## config.mk

```make
export PLATFORM = sky130hd
export DESIGN_NAME = clipped_color_key_blit_unit
export DESIGN_NICKNAME = d
export VERILOG_FILES = /design/src/rtl/ccKB_pkg.sv /design/src/rtl/clipped_color_key_blit_unit.sv /design/src/rtl/ccKB_place.sv
export SDC_FILE = /design/constraint.sdc
export NUM_CORES = 1
export LEC_CHECK = 0
export BUFFER_PORTS_ARGS = -buffer_cell sky130_fd_sc_hd__buf_2
export CAP_MARGIN = 20
export CORE_MARGIN = 10
export CORE_UTILIZATION = 60
export DETAILED_ROUTE_END_ITERATION = 8
export PLACE_DENSITY = 0.79
export SYNTH_ARGS = -nofsm -noshare
export SYNTH_HDL_FRONTEND = slang
export SYNTH_SLANG_ARGS = --single-unit
```

## constraint.sdc

```tcl
create_clock -name clk -period 22.8 [get_ports clk]
set_input_delay 1.14 -clock clk [delete_from_list [all_inputs] [get_ports clk]]
set_output_delay 1.14 -clock clk [all_outputs]
set_load 0.1 [all_outputs]
```

## src/rtl/ccKB_pkg.sv

```systemverilog
// ============================================================================
// ccKB_pkg - shared types and constants for the clipped color-key blit
// Holds the field widths, the beat structs of both channels, the register
// indexes of the configuration port and the size clamp used on writes.
// ============================================================================
package ccKB_pkg;

    localparam int MAX_DIM     = 4096;
    localparam int PIXEL_BYTES = 4;

    localparam int DIM_W    = 13;
    localparam int POS_W    = 14;
    localparam int STRIDE_W = 15;
    localparam int ADDR_W   = 26;
    localparam int PIX_W    = 32;
    localparam int KEY_W    = 8;
    localparam int CFG_IDX_W  = 3;
    localparam int CFG_DATA_W = 16;

    localparam logic [DIM_W-1:0] MAX_DIM_VAL = DIM_W'(MAX_DIM);

    typedef enum logic [CFG_IDX_W-1:0] {
        REG_SRC_WIDTH  = 3'd0,
        REG_SRC_HEIGHT = 3'd1,
        REG_DST_WIDTH  = 3'd2,
        REG_DST_HEIGHT = 3'd3,
        REG_POS_X      = 3'd4,
        REG_POS_Y      = 3'd5,
        REG_DST_STRIDE = 3'd6
    } cfg_index_t;

    typedef struct packed {
        logic [PIX_W-1:0] src_pixel;
        logic             first;
    } ccKB_in_t;

    typedef struct packed {
        logic [ADDR_W-1:0] dst_address;
        logic [PIX_W-1:0]  write_pixel;
    } ccKB_out_t;

    typedef struct packed {
        logic [DIM_W-1:0]    src_width;
        logic [DIM_W-1:0]    src_height;
        logic [DIM_W-1:0]    dst_width;
        logic [DIM_W-1:0]    dst_height;
        logic [POS_W-1:0]    pos_x;
        logic [POS_W-1:0]    pos_y;
        logic [STRIDE_W-1:0] dst_stride;
    } ccKB_cfg_t;

    // One pixel held in the input register with its source coordinates.
    typedef struct packed {
        logic [PIX_W-1:0] pixel;
        logic [DIM_W-1:0] col;
        logic [DIM_W-1:0] row;
    } ccKB_stage_t;

    // Keep the low DIM_W bits of a written size, then saturate it to MAX_DIM.
    function automatic logic [DIM_W-1:0] clamp_dim(input logic [CFG_DATA_W-1:0] value);
        logic [DIM_W-1:0] v;
        v = value[DIM_W-1:0];
        return (v > MAX_DIM_VAL) ? MAX_DIM_VAL : v;
    endfunction

endpackage

```

## src/rtl/clipped_color_key_blit_unit.sv

```systemverilog
// ============================================================================
// clipped_color_key_blit_unit - color-keyed sprite blit with clipping
// Turns a raster stream of source pixels into destination write beats.
// ============================================================================
// Usage:
//   Program the seven registers on the cfg channel while the block is idle;
//   cfg_ready is always high and a write to an unused index is dropped.
//   Written sizes keep their low DIM_W bits, then saturate at MAX_DIM.
//   Send source pixels in raster order on the in channel, with first set on
//   the top-left pixel of each image. Each beat advances the column and row
//   counters; after the last pixel of an image the counters hold and all
//   further pixels are dropped until a beat with first set.
//   A pixel whose destination lies inside the destination image and whose
//   low byte is non-zero leaves on the out channel as one beat carrying the
//   byte address and the pixel; every other pixel produces no beat.
//   An input beat passes the input register, then the result register, to
//   out_valid. Throughput: one pixel per clock while out_ready stays high,
//   set by the single counter update per accepted beat; the input and result
//   registers each take a new beat in the cycle their contents move on.
//   When out_ready is low the result beat holds, the input register still
//   fills, and in_ready drops only once both are occupied.
//   Reset clears the configuration, the counters and both valid flags.
// ============================================================================
module clipped_color_key_blit_unit
(
    input  logic                                clk,
    input  logic                                rst_n,

    input  logic                                cfg_valid,
    output logic                                cfg_ready,
    input  logic [ccKB_pkg::CFG_IDX_W-1:0]      cfg_index,
    input  logic [ccKB_pkg::CFG_DATA_W-1:0]     cfg_data,

    input  logic                                in_valid,
    output logic                                in_ready,
    input  ccKB_pkg::ccKB_in_t                  in_data,

    output logic                                out_valid,
    input  logic                                out_ready,
    output ccKB_pkg::ccKB_out_t                 out_data
);

    ccKB_pkg::ccKB_cfg_t           cfg_reg;
    logic [ccKB_pkg::DIM_W-1:0]    col_count_reg, col_count_next;
    logic [ccKB_pkg::DIM_W-1:0]    row_count_reg, row_count_next;
    logic                          s1_valid_reg;
    ccKB_pkg::ccKB_stage_t         s1_reg, s1_next;
    logic                          out_valid_reg;
    ccKB_pkg::ccKB_out_t           out_reg, out_next;

    logic                          in_fire;
    logic                          s1_advance;
    logic                          emit;
    logic [ccKB_pkg::ADDR_W-1:0]   address;
    logic [ccKB_pkg::DIM_W-1:0]    col_cur;
    logic [ccKB_pkg::DIM_W-1:0]    row_cur;
    logic [ccKB_pkg::DIM_W:0]      col_inc;

    // ------------------------------------------------------------------
    // Configuration registers
    // ------------------------------------------------------------------
    assign cfg_ready = 1'b1;

    always_ff @(posedge clk or negedge rst_n)
    begin
        if (!rst_n)
        begin
            cfg_reg <= '0;
        end
        else if (cfg_valid)
        begin
            case (cfg_index)
                ccKB_pkg::REG_SRC_WIDTH:  cfg_reg.src_width  <= ccKB_pkg::clamp_dim(cfg_data);
                ccKB_pkg::REG_SRC_HEIGHT: cfg_reg.src_height <= ccKB_pkg::clamp_dim(cfg_data);
                ccKB_pkg::REG_DST_WIDTH:  cfg_reg.dst_width  <= ccKB_pkg::clamp_dim(cfg_data);
                ccKB_pkg::REG_DST_HEIGHT: cfg_reg.dst_height <= ccKB_pkg::clamp_dim(cfg_data);
                ccKB_pkg::REG_POS_X:      cfg_reg.pos_x <= cfg_data[ccKB_pkg::POS_W-1:0];
                ccKB_pkg::REG_POS_Y:      cfg_reg.pos_y <= cfg_data[ccKB_pkg::POS_W-1:0];
                ccKB_pkg::REG_DST_STRIDE: cfg_reg.dst_stride <= cfg_data[ccKB_pkg::STRIDE_W-1:0];
                default:                  ;
            endcase
        end
    end

    // ------------------------------------------------------------------
    // Handshake: the input register moves on when the result slot is free
    // or being drained this cycle.
    // ------------------------------------------------------------------
    assign s1_advance = !out_valid_reg || out_ready;
    assign in_ready   = !s1_valid_reg || s1_advance;
    assign in_fire    = in_valid && in_ready;

    // ------------------------------------------------------------------
    // Raster counters: restart on first, step while rows remain
    // ------------------------------------------------------------------
    always_comb
    begin
        col_cur = in_data.first ? '0 : col_count_reg;
        row_cur = in_data.first ? '0 : row_count_reg;
        col_inc = {1'b0, col_cur} + 1'b1;

        col_count_next = col_count_reg;
        row_count_next = row_count_reg;
        if (in_fire)
        begin
            col_count_next = col_cur;
            row_count_next = row_cur;
            if (row_cur < cfg_reg.src_height)
            begin
                if (col_inc >= {1'b0, cfg_reg.src_width})
                begin
                    col_count_next = '0;
                    row_count_next = row_cur + 1'b1;
                end
                else
                begin
                    col_count_next = col_inc[ccKB_pkg::DIM_W-1:0];
                end
            end
        end

        s1_next.pixel = in_data.src_pixel;
        s1_next.col   = col_cur;
        s1_next.row   = row_cur;
    end

    always_ff @(posedge clk or negedge rst_n)
    begin
        if (!rst_n)
        begin
            col_count_reg <= '0;
            row_count_reg <= '0;
        end
        else
        begin
            col_count_reg <= col_count_next;
            row_count_reg <= row_count_next;
        end
    end

    // ------------------------------------------------------------------
    // Input register
    // ------------------------------------------------------------------
    always_ff @(posedge clk or negedge rst_n)
    begin
        if (!rst_n)
        begin
            s1_valid_reg <= 1'b0;
        end
        else if (in_ready)
        begin
            s1_valid_reg <= in_valid;
        end
    end

    always_ff @(posedge clk)
    begin
        if (in_fire)
        begin
            s1_reg <= s1_next;
        end
    end

    // ------------------------------------------------------------------
    // Clip, key and address
    // ------------------------------------------------------------------
    ccKB_place u_place
    (
        .stage   (s1_reg),
        .cfg     (cfg_reg),
        .emit    (emit),
        .address (address)
    );

    // ------------------------------------------------------------------
    // Result register: drop pixels that are clipped or transparent
    // ------------------------------------------------------------------
    always_comb
    begin
        out_next.dst_address = address;
        out_next.write_pixel = s1_reg.pixel;
    end

    always_ff @(posedge clk or negedge rst_n)
    begin
        if (!rst_n)
        begin
            out_valid_reg <= 1'b0;
        end
        else if (s1_advance)
        begin
            out_valid_reg <= s1_valid_reg && emit;
        end
    end

    always_ff @(posedge clk)
    begin
        if (s1_advance && s1_valid_reg && emit)
        begin
            out_reg <= out_next;
        end
    end

    assign out_valid = out_valid_reg;
    assign out_data  = out_reg;

    // ------------------------------------------------------------------
    // Assertions
    // ------------------------------------------------------------------
    a_key_never_written: assert property (@(posedge clk) disable iff (!rst_n)
        out_valid_reg |-> out_reg.write_pixel[ccKB_pkg::KEY_W-1:0] != '0)
        else $error("transparent pixel reached the output");

    a_col_in_range: assert property (@(posedge clk) disable iff (!rst_n)
        col_count_reg < ccKB_pkg::MAX_DIM_VAL)
        else $error("column counter out of range");

    a_row_in_range: assert property (@(posedge clk) disable iff (!rst_n)
        row_count_reg <= ccKB_pkg::MAX_DIM_VAL)
        else $error("row counter out of range");

    a_s1_holds: assert property (@(posedge clk) disable iff (!rst_n)
        s1_valid_reg && !s1_advance |=> s1_valid_reg && $stable(s1_reg))
        else $error("input register lost a stalled beat");

    a_ready_when_empty: assert property (@(posedge clk) disable iff (!rst_n)
        !s1_valid_reg |-> in_ready)
        else $error("input stalled with an empty input register");

endmodule

```

## src/rtl/ccKB_place.sv

```systemverilog
// ============================================================================
// ccKB_place - clip test and destination address for one source pixel
// Offsets the source coordinates, checks the destination bounds and the
// key (a zero low byte), and forms the byte address row*stride + col*4.
// ============================================================================
module ccKB_place
(
    input  ccKB_pkg::ccKB_stage_t          stage,
    input  ccKB_pkg::ccKB_cfg_t            cfg,
    output logic                           emit,
    output logic [ccKB_pkg::ADDR_W-1:0]    address
);

    // Destination coordinates, two's complement, sign in the top bit.
    logic [ccKB_pkg::POS_W:0]                      dx;
    logic [ccKB_pkg::POS_W:0]                      dy;
    logic [ccKB_pkg::DIM_W+ccKB_pkg::STRIDE_W-1:0] row_offset;
    logic [ccKB_pkg::ADDR_W-1:0]                   col_offset;

    always_comb
    begin
        dx = {2'b00, stage.col} + {cfg.pos_x[ccKB_pkg::POS_W-1], cfg.pos_x};
        dy = {2'b00, stage.row} + {cfg.pos_y[ccKB_pkg::POS_W-1], cfg.pos_y};

        emit = (stage.col < cfg.src_width)
            && (stage.row < cfg.src_height)
            && !dx[ccKB_pkg::POS_W]
            && (dx[ccKB_pkg::POS_W-1:0] < {1'b0, cfg.dst_width})
            && !dy[ccKB_pkg::POS_W]
            && (dy[ccKB_pkg::POS_W-1:0] < {1'b0, cfg.dst_height})
            && (stage.pixel[ccKB_pkg::KEY_W-1:0] != '0);

        // Inside the destination both coordinates are below MAX_DIM.
        row_offset = dy[ccKB_pkg::DIM_W-1:0] * cfg.dst_stride;
        col_offset = ccKB_pkg::ADDR_W'({dx[ccKB_pkg::DIM_W-1:0], 2'b00});
        address    = row_offset[ccKB_pkg::ADDR_W-1:0] + col_offset;
    end

endmodule
```

==> results_dict.tcl, run 1 <==
set metrics [dict create \
    post-route-period-util 0.3637 \
    first_pass_iters 5 \
    fmax_ghz 0.1206 \
    gp_congestion 0.9211 \
    placeableCoreArea_um2 29800 \
    hold_buffers 0 \
    largest_reg_flops 95 \
    ant_nets 0 \
    place_hpwl_um 32090 \
    end_kind "flop" \
    setup_viol 0 \
    clk_latency_ps 560 \
    grt_pass1_vias 13413 \
    grt_max_degree 70 \
    synth-seq-cells 239 \
    synth_cells 1725 \
    fin_setup_tns_ps 0 \
    rsz0062_at_grt "false" \
    hold_start "out_next[19]" \
    yosys_most_used_dff "dfrtp_1" \
    rows 63 \
    cts_resized 0 \
    nets 2223 \
    syn_nets 2115 \
    final_common_cell "inv_1" \
    die_w_um 194.1 \
    crit_type "flop to flop" \
    cts_buffers 27 \
    drc_errors 0 \
    die_y_um 194.1 \
    worst_slew_margin_rel 0.3548 \
    clock_sinks 239 \
    synthDistinctLibCells 77 \
    syn_area_um2 18200 \
    hold_path_class "flop to flop" \
    worst_pin_slew_ps 965.1 \
    status "finished, final reports clean" \
    cp_slowest_cell "fa_1" \
    hold_depth 0 \
    cts_tree "built" \
    startpoint_type "flop" \
    die_area_um2 37690 \
    ios 118 \
    worstReg2RegStart "s1_reg[0]" \
    fin_crit_ps 8293 \
    syn_to_final_growth_pct 10.57 \
    reg2reg_to "out_data[57]" \
    synth_enable_flop_cells 116 \
    drv_cap 0 \
    ys_warn_count 0 \
    grt-ovfl-total 0 \
    holdPathEnd "out_data[19]" \
    post_cts.repair.setup_buffers 0 \
    drive_above_1_share 0.1289 \
    synth_area_per_cell_um2 10.55 \
    async_reset_ff_frac 0.5146 \
    antenna_found_initial 2 \
    ys_seq_area_frac 0.3606 \
    cts_buffer_depth 3 \
    drtIter0Drc 903 \
    final_cell_mix "236 x inv_1, 224 x nand2_1, 178 x ha_1" \
    path_clk_slew_ps 60 \
    io_buffers 115 \
    worstPathMaxFanout 15 \
    h-tree-depth 1 \
    slew_violations 0 \
    num_vias 12806 \
    crit_top_cell "fa_1" \
    crit_required_ps 23100 \
    grtUsageTotal 0.2223 \
    hold_viol 0 \
    initial_core_util 0.6107 \
    routed_via_density 5.702 \
    wl_per_cell_um 18.76 \
    grt_first_pass_wirelength_um 69170 \
    wl_um 42130 \
    root_buffer "clkbuf_16" \
    finClkSkew_ps 10.45 \
    reg2reg_depth 28 \
    critPathMaxStageDelay_ps 550 \
    timing.reg2reg.setup_slack_ps 14510 \
    crit_arrival_ps 8590 \
]
[logic make-up after synthesis]
| family | after synthesis | share of synthesized area |
|---|---|---|
| multiplexers | 51 | 0.03129 |
| other | 1 | 0.0002061 |
| AND/OR/NAND/NOR | 502 | 0.1353 |
| buffers and inverters | 287 | 0.06058 |
| AO/OA/AOI/OAI | 249 | 0.08808 |
| XOR/XNOR | 63 | 0.03108 |
| flip-flops | 239 | 0.3606 |
| adder cells (fa/ha/maj) | 333 | 0.2929 |
[cells in the mapped netlist, drive strengths merged, types with 3 or more instances]
cell | instances | area, um2
a211o | 4 | 35.03
nand2 | 224 | 840.8
nor4 | 4 | 40.04
fa | 155 | 3103
o21a | 16 | 127.6
nand3 | 31 | 155.2
o31ai | 4 | 30.03
a22o | 10 | 87.58
dfrtp | 123 | 3078
a21o | 24 | 181.4
a21oi | 48 | 240.2
o21ai | 98 | 505.5
a31oi | 5 | 31.28
edfxtp | 116 | 3483
clkbuf | 45 | 178.9
o21bai | 4 | 30.03
and2 | 77 | 481.7
nand3b | 3 | 22.52
ha | 178 | 2227
nor2b | 38 | 255.3
a211oi | 11 | 82.58
xnor2 | 39 | 341.6
mux2 | 47 | 529.3
and3 | 7 | 46.29
nand2b | 24 | 150.1
nor2 | 51 | 191.4
buf | 5 | 33.78
or4 | 3 | 22.52
or3 | 4 | 25.02
xor2 | 23 | 201.4
nand4 | 10 | 62.56
o2111ai | 4 | 35.03
nor3 | 16 | 85.08
inv | 237 | 889.6
mux2i | 4 | 40.04
[worst max-delay path, delay by kind of cell, from the launching register on]
family          cells  cell delay [ps]
flops               1              370
simple gates        4              880
xor+xnor            2              570
fa+ha+maj           9             4090
buf+inv             5              460
compound gates      8             1670
[stage by stage]
stage	setup WS, ps	cells	util	hold slack, ps	area [um2]
3_5_place_dp	14610	2194	0.6431	404.5	19160
2_1_floorplan	15260	1725	-	400.3	18200
5_1_grt	14150	2246	0.6752	420.0	20120
4_1_cts	14560	2244	0.6751	414.8	20110
6_report	14510	2246	0.6752	416.3	20120
3_3_place_gp	14770	2194	0.6431	400.1	19160
[routing by layer]
metal	vias up	share of wire	global-route usage
li1	5963	-	-
met1	6382	0.41	0.2779
met2	379	0.51	0.3924
met3	82	0.054	0.03320
met4	0	0.028	0.05991
met5	-	0	0
[layout make-up]
cell class                 count  area [um2]
multi-input combinational   1199       10540
fill                        2228        9677
sequential                   239        6561
inverter                     237       889.6
clock buffer                  37       754.5
timing repair buffer         129       683.2
tap                          390       488.0
clock inverter                13       197.7
antenna                        2       5.005
[worst max-delay path by stage]
stage,start,to,slack (ps),cells past startpoint
after CTS,s1_reg[0],out_data[57],14560,28
final,s1_reg[0],out_data[57],14510,28
after floorplan,cfg_reg[15],out_data[57],15260,29
after global placement,s1_reg[0],out_data[57],14770,28
after detailed placement,s1_reg[0],out_data[57],14610,28
after global routing,s1_reg[1],out_data[57],14150,28
Power of run 1 is left out: the tool's default activity adds up to more than one toggle a clock period on the data nets, which glitch-free logic cannot reach.
==> run 2: changes to the inputs <==
- CORE_UTILIZATION: 60 -> 56
- PLACE_DENSITY: 0.79 -> 0.77
- clock period: 22.8 -> 7.2 ns (I/O delays scaled with it)
==> results_dict.tcl, run 2 (synthesis gave the netlist of run 1 again) <==
set metrics [dict create \
    cp_slowest_cell "fa_2" \
    grt_first_pass_wirelength_um 73420 \
    grt_max_degree 75 \
    status "finished, violations left" \
    place_hpwl_um 33920 \
    reg2reg_to "out_data[57]" \
    clk_latency_ps 580 \
    fmax_ghz 0.1379 \
    drv_cap 0 \
    num_vias 13239 \
    crit_top_cell "fa_2" \
    grt-ovfl-total 0 \
    wl_um 45290 \
    worst_slew_margin_rel 0.3474 \
    holdPathEnd "cfg_reg[14]" \
    grtUsageTotal 0.2229 \
    crit_type "flop to flop" \
    setup_viol 1 \
    worstPathMaxFanout 3 \
    nets 2305 \
    ant_nets 0 \
    fin_crit_ps 7252 \
    final_cell_mix "224 x nand2_1, 224 x inv_1, 165 x ha_1" \
    worst_pin_slew_ps 976.2 \
    end_kind "flop" \
    initial_core_util 0.5722 \
    wl_per_cell_um 19.09 \
    clock_sinks 239 \
    holdWs_ps 53.31 \
    dp_slack_ps -320.8 \
    grt_pass1_vias 14014 \
    hold_start "cfg_data[14]" \
    drtIter0Drc 892 \
    die_w_um 200.3 \
    path_clk_slew_ps 60 \
    syn_to_final_growth_pct 16.72 \
    violations "setup timing" \
    routed_via_density 5.581 \
    reg2reg_depth 28 \
    setup_ws_ps -52.40 \
    drive_above_1_share 0.1823 \
    final_util 0.6679 \
    crit_required_ps 7500 \
    hold_path_class "input port to flop" \
    cts_tree "built" \
    gp_congestion 0.9230 \
    cts_buffer_depth 3 \
    first_pass_iters 5 \
    drc_errors 0 \
    hold_depth 2 \
    antenna_found_initial 1 \
    dp.cells 2273 \
    h-tree-depth 1 \
    ios 118 \
    crit_arrival_ps 7560 \
    post-route-period-util 1.007 \
    rows 65 \
    startpoint_type "flop" \
    die_area_um2 40100 \
    critPathMaxStageDelay_ps 580 \
    finClkSkew_ps 18.74 \
    slew_violations 0 \
    placeableCoreArea_um2 31800 \
    io_buffers 115 \
    root_buffer "clkbuf_16" \
    largest_reg_flops 95 \
    rsz0062_at_grt "true" \
    instances_no_fill 2372 \
    die_y_um 200.3 \
    hold_viol 0 \
    worstReg2RegStart "cfg_reg[16]" \
    cts_buffers 27 \
    timing.reg2reg.setup_slack_ps -50 \
]
==> run 2: changes by cell type in the layout (fill, tap and decap cells not counted), sizes merged <==
| cell | change |
|---|---|
| diode | -1 |
| clkbuf | -3 |
| inv | -1 |
| clkinv | +2 |
| dlygate4sd3 | +34 |
| buf | +48 |
| clkinvlp | +3 |
| bufinv | -1 |
==> run 2: final cells by class <==
| type | count | area [um2] |
|---|---|---|
| Multi-Input combinational cell | 1199 | 10900 |
| Sequential cell | 239 | 6561 |
| Timing Repair Buffer | 211 | 1425 |
| Antenna cell | 1 | 2.502 |
| Fill cell | 2384 | 10560 |
| Clock inverter | 16 | 171.4 |
| Clock buffer | 34 | 742.0 |
| Tap cell | 435 | 544.3 |
| Inverter | 237 | 889.6 |
==> run 2: critical path, delay by kind of cell (launching register included) <==
kind | cells | cell delay (ps)
adder cells (fa/ha/maj) | 8 | 3570
AO/OA/AOI/OAI | 7 | 1150
AND/OR/NAND/NOR | 7 | 1120
flip-flops | 1 | 430
buffers and inverters | 4 | 370
XOR/XNOR | 2 | 330
==> run 2: metal layers <==
metal / global-route usage / vias up / part of all wire
met2: 0.3939 / 429 / 0.50
met4: 0.06302 / 0 / 0.030
met5: 0 / - / 0
met3: 0.03046 / 89 / 0.054
li1: - / 6108 / -
met1: 0.2795 / 6613 / 0.41
==> run 2: how the worst max path moves through the flow <==
| stage | start | end | slack (ps) | cells past startpoint |
|---|---|---|---|---|
| 6_report | cfg_reg[16] | out_data[57] | -50 | 28 |
| 3_3_place_gp | s1_reg[0] | out_data[54] | -220 | 28 |
| 4_1_cts | s1_reg[0] | out_data[57] | 5 | 30 |
| 2_1_floorplan | s1_reg[0] | out_data[57] | 70 | 28 |
| 5_1_grt | cfg_reg[16] | out_data[57] | -300 | 28 |
| 3_5_place_dp | cfg_reg[15] | out_data[54] | -320 | 26 |
==> run 2: repair_timing <==
| item | 4_1_cts | 5_1_grt |
|---|---|---|
| setup buffers | 8 | 8 |
| gates resized for setup | 25 | 48 |
| gates cloned | 0 | 0 |
| endpoints found under the setup margin | 9 | 12 |
| endpoints found under the hold margin | 82 | 0 |
| pin swaps | 22 | 55 |
| hold buffers | 34 | 0 |
==> run 2: through the flow <==
step	area [um2]	setup TNS, ps
5_1_grt	21240	-999.2
4_1_cts	21000	0
3_5_place_dp	19560	-1479
6_report	21240	-52.40
2_1_floorplan	18260	0
3_3_place_gp	19560	-588.2
Power of run 2 is left out for the same reason.
==> run 3: changes to the inputs <==
--- a/config.mk
+++ b/config.mk
@@ -9,8 +9,9 @@
 export CAP_MARGIN = 20
 export CORE_MARGIN = 10
-export CORE_UTILIZATION = 56
+export CORE_UTILIZATION = 55
 export DETAILED_ROUTE_END_ITERATION = 8
-export PLACE_DENSITY = 0.77
+export PLACE_DENSITY = 0.76
 export SYNTH_ARGS = -nofsm -noshare
 export SYNTH_HDL_FRONTEND = slang
+export SYNTH_HIERARCHICAL = 1
 export SYNTH_SLANG_ARGS = --single-unit
==> constraint.sdc (replaced) <==
create_clock -name clk -period 7.2 [get_ports clk]
set_input_delay 0.36 -clock clk [delete_from_list [all_inputs] [get_ports clk]]
set_output_delay 0.36 -clock clk [all_outputs]
set_load 0.01 [all_outputs]
==> results_dict.tcl, run 3 <==
set metrics [dict create \
    status "finished, violations left" \
    io_buffers 115 \
    routed_via_density 5.557 \
    rows 66 \
    finClkSkew_ps 34.39 \
    drtIter0Drc 1003 \
    fin_crit_ps 7366 \
    initial_core_util 0.5601 \
    ios 118 \
    wl_um 46750 \
    root_buffer "clkbuf_16" \
    post-route-period-util 1.023 \
    drv_cap 0 \
    synth-seq-cells 239 \
    yosys_most_used_dff "dfrtp_1" \
    crit_type "flop to flop" \
    cp_top_family "adder cells" \
    die_w_um 202.3 \
    nets 2406 \
    fin_area_um2 22110 \
    die_y_um 202.3 \
    slew_violations 0 \
    placeableCoreArea_um2 32620 \
    path_clk_slew_ps 60 \
    synth_area_per_cell_um2 10.41 \
    synthTopCellsByCount "270 x inv_1, 218 x nand2_1, 178 x ha_1" \
    drc_errors 0 \
    final_common_cell "inv_1" \
    synth-compound-area-share 0.09327 \
    crit_required_ps 7510 \
    gp_congestion 0.9233 \
    worstPathBufferInverterCount 6 \
    clk_latency_ps 580 \
    first_pass_iters 5 \
    syn_area_um2 18270 \
    worstPathMaxFanout 4 \
    syn_nets 2145 \
    ant_nets 0 \
    ys_seq_area_frac 0.3591 \
    cts_tree "built" \
    synth-simple-area-share 0.1331 \
    post-synth-top-count-cell "inv_1" \
    setup_ws_ps -166.5 \
    worst_pin_slew_ps 980.5 \
    async_reset_ff_frac 0.5146 \
    worst_slew_margin_rel 0.3424 \
    syn_to_final_growth_pct 20.99 \
    grt-ovfl-total 0 \
    synth_largest_area_cell "edfxtp_1" \
    cp_slowest_cell "fa_1" \
    cts_buffers 28 \
    clock_sinks 239 \
    yosysTopAreaCellShare 0.1906 \
    setup_viol 3 \
    h-tree-depth 1 \
    ys_warn_count 6 \
    place_area_um2 20050 \
    rsz0062_at_grt "true" \
    drive_above_1_share 0.2282 \
    largest_reg_flops 95 \
    grt_max_degree 66 \
    synth_xor_xnor_area_share 0.02589 \
    synthDistinctLibCells 75 \
    place_hpwl_um 34760 \
    antenna_found_initial 1 \
    wl_per_cell_um 18.84 \
    fmax_ghz 0.1358 \
    grt_first_pass_wirelength_um 75140 \
    grtUsageTotal 0.2271 \
    synth_cells 1755 \
    yosys.area_share.adder 0.2917 \
    die_area_um2 40910 \
    num_vias 13788 \
    end_kind "flop" \
    cts_buffer_depth 3 \
    critPathMaxStageDelay_ps 530 \
    violations "setup timing" \
    hold_viol 0 \
    crit_arrival_ps 7680 \
    hold_path_class "input port to flop" \
    synth_enable_flop_cells 116 \
    synthMuxAreaShare 0.03006 \
    final_cell_mix "255 x inv_1, 213 x nand2_1, 159 x ha_1" \
    synth_top_family_by_area "adder cells" \
    startpoint_type "flop" \
    synthTopCellsByArea "edfxtp_1 19%, fa_1 17%, dfrtp_1 17%" \
    grt_pass1_vias 14388 \
    crit_top_cell "fa_1" \
]
==> run 3: layer usage <==
metal / part of all wire / GRT usage
met1: 0.41 / 0.2838
met2: 0.50 / 0.3978
met3: 0.061 / 0.03486
met4: 0.029 / 0.06741
met5: 0 / 0
==> run 3: final timing paths <==
check / end / from / cells after the start / slack (ps)
max in group asynchronous: cfg_reg[78] / rst_n / 3 / 5450
min in group asynchronous: row_count_reg[9] / rst_n / 2 / 430
worst min-delay path: s1_valid_reg / in_valid / 2 / 20
worst min register to register: out_data[14] / out_next[14] / 0 / 410
worst max register to register: out_data[56] / s1_reg[1] / 29 / -170
worst max-delay path: out_data[56] / s1_reg[1] / 29 / -170
==> run 3: logic make-up after synthesis <==
group / count (synthesis)
simple gates: 495
fa+ha+maj: 333
buf+inv: 323
compound gates: 261
flops: 239
xor+xnor: 54
mux: 49
other cells: 1
==> run 3: final cells by class <==
class                   count  area [um2]
diodes                      1       2.502
clock buffers              35       747.0
clock inverters            17       210.2
fillers                  2303       10510
inverters                 271        1017
multi-input cells        1193       11030
flip-flops and latches    239        6561
well taps                 442       553.0
repair buffers            283        1986
==> run 3: per-stage QoR <==
| stage | TNS (ps) | setup slack [ps] | instances | utilization | hold WS, ps |
|---|---|---|---|---|---|
| floorplan | -355.7 | -355.7 | 1755 | - | 64.41 |
| global placement | -2450 | -490.1 | 2368 | 0.6148 | 400.2 |
| detailed placement | -3571 | -642.9 | 2368 | 0.6148 | 404.5 |
| CTS | -117.7 | -92.41 | 2475 | 0.6713 | 7.295 |
| global route | -1639 | -433.9 | 2481 | 0.6777 | 19.12 |
| finish | -413.6 | -166.5 | 2481 | 0.6777 | 18.87 |
==> run 3: timing repair <==
item,4_1_cts,5_1_grt
cloned,0,0
resized for setup,86,44
pin swaps,105,40
endpoints found under the setup margin,9,10
hold buffers,34,0
endpoints found under the hold margin,91,0
buffers inserted,22,7
Power of run 3 is left out for the same reason.
